## config.mk

```make
export PLATFORM = sky130hd
export DESIGN_NAME = iit_ctrl
export DESIGN_NICKNAME = d
export VERILOG_FILES = /design/src/hw/rtl/iit_pkg.sv /design/src/hw/rtl/iit_ctrl.sv
export SDC_FILE = /design/constraint.sdc
export NUM_CORES = 1
export LEC_CHECK = 0
export BUFFER_PORTS_ARGS = -buffer_cell sky130_fd_sc_hd__clkbuf_2
export CORE_UTILIZATION = 50
export CTS_CLUSTER_DIAMETER = 50
export DETAILED_ROUTE_END_ITERATION = 8
export GPL_ROUTABILITY_DRIVEN = 0
export PLACE_DENSITY = 0.77
export SETUP_SLACK_MARGIN = 0.2
export SKIP_CTS_REPAIR_TIMING = 1
export SLEW_MARGIN = 15
export SYNTH_ARGS = -nofsm -noshare
export SYNTH_HDL_FRONTEND = slang
export SYNTH_SLANG_ARGS = --single-unit
```

## constraint.sdc

```tcl
create_clock -name aclk -period 2.1 [get_ports aclk]
set_input_delay 0.42 -clock aclk [delete_from_list [all_inputs] [get_ports aclk]]
set_output_delay 0.42 -clock aclk [all_outputs]
set_load 0.1 [all_outputs]
```

## src/hw/rtl/iit_pkg.sv

```systemverilog
// ----------------------------------------------------------------------------
// iit_pkg
// shared types and constants of the interpolated input table
// ----------------------------------------------------------------------------
package iit_pkg;

    localparam int CHANNELS   = 4;
    localparam int ENTRIES    = 256;
    localparam int CH_W       = 2;
    localparam int IDX_W      = 8;
    localparam int LEN_W      = 9;
    localparam int ADDR_W     = CH_W + IDX_W;
    localparam int DEPTH      = CHANNELS * ENTRIES;
    localparam int DATA_W     = 32;
    localparam int QUOT_W     = 66;

    localparam logic [1:0] MODE_LOAD  = 2'd0;
    localparam logic [1:0] MODE_LEN   = 2'd1;
    localparam logic [1:0] MODE_QUERY = 2'd2;

    localparam logic [1:0] ST_INTERP = 2'd0;
    localparam logic [1:0] ST_EXACT  = 2'd1;
    localparam logic [1:0] ST_RANGE  = 2'd2;
    localparam logic [1:0] ST_EMPTY  = 2'd3;

    // datapath operations
    typedef enum logic [3:0] {
        OP_NONE, OP_LOAD, OP_LEN, OP_START, OP_RD, OP_CHECK,
        OP_SCAN, OP_PAIR, OP_SETUP, OP_MUL, OP_DIV, OP_FIN
    } op_t;

    typedef struct packed {
        op_t op;
    } iit_cmd_t;

    typedef struct packed {
        logic done;     // early result, scan finished or pair read finished
        logic early;    // result already formed
        logic div_done;
    } iit_sts_t;

endpackage

```

## src/hw/rtl/iit_ctrl.sv

```systemverilog
// ----------------------------------------------------------------------------
// iit_ctrl
// sequencer for load, length and query transfers
// ----------------------------------------------------------------------------
module iit_ctrl (
    input  logic              aclk,
    input  logic              aresetn,
    input  logic              s_valid,
    output logic              s_ready,
    input  logic [1:0]        s_mode,
    output logic              m_valid,
    input  logic              m_ready,
    output iit_pkg::iit_cmd_t cmd,
    input  iit_pkg::iit_sts_t sts
);
    import iit_pkg::*;

    typedef enum logic [9:0] {
        S_IDLE  = 10'b0000000001,
        S_START = 10'b0000000010,
        S_RD    = 10'b0000000100,
        S_CHECK = 10'b0000001000,
        S_SCAN  = 10'b0000010000,
        S_PAIR  = 10'b0000100000,
        S_MUL   = 10'b0001000000,
        S_DIV   = 10'b0010000000,
        S_FIN   = 10'b0100000000,
        S_OUT   = 10'b1000000000
    } state_t;

    state_t state_reg, state_next;
    logic [2:0] cnt_reg, cnt_next;
    logic acc;
    assign s_ready = (state_reg == S_IDLE);
    assign acc = s_valid && s_ready;
    assign m_valid = (state_reg == S_OUT);

    always_comb begin
        state_next = state_reg;
        cnt_next = cnt_reg;
        cmd.op = OP_NONE;
        case (state_reg)
            S_IDLE: begin
                if (acc) begin
                    case (s_mode)
                        MODE_LOAD:  cmd.op = OP_LOAD;
                        MODE_LEN:   cmd.op = OP_LEN;
                        MODE_QUERY: begin
                            cmd.op = OP_START;
                            state_next = S_START;
                            cnt_next = '0;
                        end
                        default: ;
                    endcase
                end
            end
            S_START: begin
                // sts from start or check visible here
                if (sts.done) state_next = S_OUT;
                else begin cmd.op = OP_RD; state_next = S_RD; end
            end
            S_RD: begin cmd.op = OP_RD; state_next = S_CHECK; end
            S_CHECK: begin
                cmd.op = OP_CHECK;
                cnt_next = cnt_reg + 1'b1;
                if (cnt_reg == 3'd2) state_next = S_SCAN;
                else state_next = S_START;
            end
            S_SCAN: begin
                if (sts.done) begin
                    if (sts.early) state_next = S_OUT;
                    else begin cmd.op = OP_PAIR; state_next = S_PAIR; cnt_next = '0; end
                end else if (cnt_reg[0]) begin
                    cmd.op = OP_SCAN; cnt_next = '0;
                end else begin
                    cnt_next = 3'd1;
                end
            end
            S_PAIR: begin
                cmd.op = OP_PAIR;
                cnt_next = cnt_reg + 1'b1;
                if (cnt_reg == 3'd2) state_next = S_MUL;
            end
            S_MUL: begin
                if (sts.done) begin
                    if (sts.early) state_next = S_OUT;
                    else begin cmd.op = OP_MUL; state_next = S_DIV; end
                end else cmd.op = OP_SETUP;
            end
            S_DIV: begin
                if (sts.div_done) begin cmd.op = OP_FIN; state_next = S_FIN; end
                else cmd.op = OP_DIV;
            end
            S_FIN: state_next = S_OUT;
            S_OUT: if (m_ready) state_next = S_IDLE;
            default: state_next = S_IDLE;
        endcase
    end

    always_ff @(posedge aclk) begin
        if (!aresetn) begin
            state_reg <= S_IDLE;
            cnt_reg <= '0;
        end else begin
            state_reg <= state_next;
            cnt_reg <= cnt_next;
        end
    end

    assert property (@(posedge aclk) disable iff (!aresetn)
        m_valid |-> !s_ready) else $error("accepting while result pending");
    assert property (@(posedge aclk) disable iff (!aresetn)
        (m_valid && !m_ready) |=> m_valid) else $error("result dropped");
    assert property (@(posedge aclk) disable iff (!aresetn)
        (cmd.op == OP_DIV) |-> state_reg == S_DIV) else $error("divide outside state");
endmodule

```

==> summary.md <==
| Metric | Value |
|---|---|
| Max Clock Skew | 0.00475 ns |
| WHS Path Cells | 3 |
| Synth Cell Area | 1100 µm² |
| GRT busiest layer | met2 |
| Largest net degree at the start of global routing | 13 |
| Initial Util | a little over half |
| Final Critical Period | 2.67 ns |
| Worst setup EP type | output port |
| Final TNS setup | -3.30 ns |
| Met2 usage | between 50% and 60% |
| # nets final | between 150 and 200 |
| Area contributors post-synth | dfxtp_1, nor2_1, nor3_1 |
| Initial antenna violation count | 0 |
| Max reg flops | 10 |
| Max Transition Viols Final | 0 |
| Yosys warnings | 0 |
| DRT iter0 DRCs | 92 |
| Sequential cell area | 273 µm² |
| CP Class | reg2out |
| Status | complete, but fails checks |
| Mean area per synthesized cell | between 7 and 8 µm² |
| Area occupied by multi-input gates | 855 µm² |
| Syn_nets | ~150 |
| Vias in the first global route | 1,209 |
| Hold Path Class | in2reg |
| Grt ovf | 0 |
| Final setup violation count | 17 |
| Flop-to-flop setup slack | -0.18 ns |
| Max_slew headroom | about 70% |
| H-tree levels | 1 |
| Share of cells above drive strength 1 | 45.4% |
| Core Footprint | slightly above 2000 µm² |
| Required time of the worst setup path | between 1.5 and 2 ns |
| Post-synthesis sequential area ratio | between 20% and 30% |
| Reg2Reg Capture Point | cnt_reg[2]$_SDFFE_PN0P_ |
| Num CTS Buffers | 3 |
| Total inserted antenna cells | 0 |
| Inst Count DP | approximately 200 |
| P&R area growth vs syn | 53.0% |
| CTS clk-pin slew, worst paths | 0.09 ns |
| IO Pins | 15 |
| Fill cells | 133 |
| Post-synthesis instance total | 140 |
| Final Routed Wirelength | 3950 µm |
| Clk buf depth | 2 |
| Max Fanout on Critical Path | 5 |
| Reg2reg path depth | 10 |
| Hold Crit Start | aresetn |
| Number of enable flip-flop cells after synthesis | 0 |
| Max cap viols | 0 |
| Die X | slightly below 50 µm |
| Post-synth top area cell | dfxtp_1 |
| CTS tree | yes |
| Post-synth top area share | a little under a quarter |
| Worst skew pair latency | 0.28 ns |
| Routed len/inst | approximately 19 µm |
| Slew @ Worst Pin | 0.458 ns |
| VDD IR-drop max | 1.63 mV |
| Grt met1 use | 36.1% |
| Synth Flop Type | dfxtp_1 |
| Setup ws final | -0.570 ns |
| Dpl ws | -0.0977 ns |
| Die ar. | 2390 µm² |
| Clock sink count | 13 |
| FMAX | 375 MHz |
| Startpoint class of the critical path | flop |
| Detailed-route via count | 1,330 |
| Tcrit/Tclk final | 127% |
| Vert. Die Dim | between 40 and 50 µm |
| First-pass GRT wire length | 5500 µm |
| P_leak | a little under 0.7 nW |
| Number of vias per cell | 6.27 |
| Failing checks | negative setup slack |
| Row cnt | 16 |
| Global Route Usage Sum | 29.0% |
| Root Buffer | clkbuf_4 |
| DRC violations left | 0 |
| Worst Hold Endpoint | state_reg[8]$_SDFFE_PN0P_ |
| RSZ-0062 raised after global routing | yes |
| Met3 usage | 4.05% |
| Seq cells post-synth | 13 |
| Non-Filler Instances | 212 |
| Asr flop ratio synth | 0% |
| PortBufs | 14 |
| Worst reg2reg path startpoint | state_reg[9]$_SDFFE_PN0P_ |
| Top-count cell post-synth | nor2_1 |
| DRT antenna net count | 0 |
| DRT Pass-1 Iters | 5 |
| Hold Fails Final Rpt | 0 |
| PwrDens | around 1300 nW/µm² |
| Worst Path Arrival | 2.25 ns |
| Synth cell types | 46 |
| Most common library cells after synthesis | nor2_1, dfxtp_1, nand2_1, nor3_1, inv_1 |
| Final HPWL DP | 2500 µm |
-- worst max path at each step --
stage,depth (start not counted),endpoint,start,slack (ns)
after floorplan,6,cmd[0],state_reg[4]$_SDFFE_PN0P_,-0.89
after global routing,8,cmd[0],state_reg[9]$_SDFFE_PN0P_,-0.66
after detailed placement,5,cmd[2],state_reg[6]$_SDFFE_PN0P_,-0.1
final,8,cmd[0],state_reg[9]$_SDFFE_PN0P_,-0.57
after CTS,5,cmd[2],state_reg[6]$_SDFFE_PN0P_,-0.41
after global placement,6,cmd[2],state_reg[8]$_SDFFE_PN0P_,-0.01
-- power by group --
part | internal [mW] | switching (mW) | leakage, nW
Sequential | 0.281 | 0.0493 | 0.108
Clock | 0.0737 | 0.0959 | 0.0150
Combinational | 0.764 | 0.882 | 0.551
-- metal layers --
metal  vias to the layer above  routed length [µm]
li1                        601                   -
met1                       618                1500
met2                        91                1920
met3                        20                 361
met4                         0                 169
met5                         -                   0
-- cells by family (layout without fill, tap and decap cells) --
group / Yosys count / after routing / synth area share (%)
adders and majority gates: 4 / 4 / 4.55
buffers and inverters: 17 / 62 / 7.74
muxes: 4 / 4 / 3.75
DFF: 13 / 13 / 23.7
xor gates and xnor gates: 4 / 4 / 3.19
AOI/OAI and AO/OA: 32 / 32 / 23.4
and+or+nand+nor: 66 / 66 / 33.7
-- placed cells by master, fill, tap and decap left out, drive strengths merged, types with 2 or more instances in the layout --
master and count:
nand2b 4, o211ai 4, nand2 12, buf 42, and3 2, nor4 6
a311o 2, or3 2, xnor2 3, nand4 2, nor2b 3, a21oi 6
nand3 2, dfxtp 13, ha 4, mux2i 3, clkbuf 13, o31ai 2
nor2 17, o21ai 6, nor3 13, inv 6
-- through the flow --
| step | area [µm²] | power, mW | hold slack [ns] | util (%) |
|---|---|---|---|---|
| floorplan | 1130 | 1.06 | 0.459 | - |
| global placement | 1440 | 1.50 | 0.471 | 71.0 |
| detailed placement | 1440 | 1.52 | 0.486 | 71.0 |
| CTS | 1460 | 1.68 | 0.481 | 72.3 |
| global route | 1680 | 2.23 | 0.495 | 83.2 |
| finish | 1680 | 2.15 | 0.498 | 83.2 |
-- cell type report --
cell class	count	share of cell area, %
inverter	7	1.78
clock buffer	4	1.56
tap	27	2.01
multi-input combinational	110	50.8
sequential	13	16.2
timing repair buffer	51	27.7
-- critical path, stage by stage (launching register included) --
cell and delay, ns:
dfxtp_4 0.37, buf_6 0.12, nor4_4 0.43, buf_4 0.19
nand4_1 0.19, clkinvlp_4 0.16, o211ai_1 0.11, o211ai_1 0.14
clkbuf_16 0.25
No activity file was read; power rests on OpenSTA's default activity.
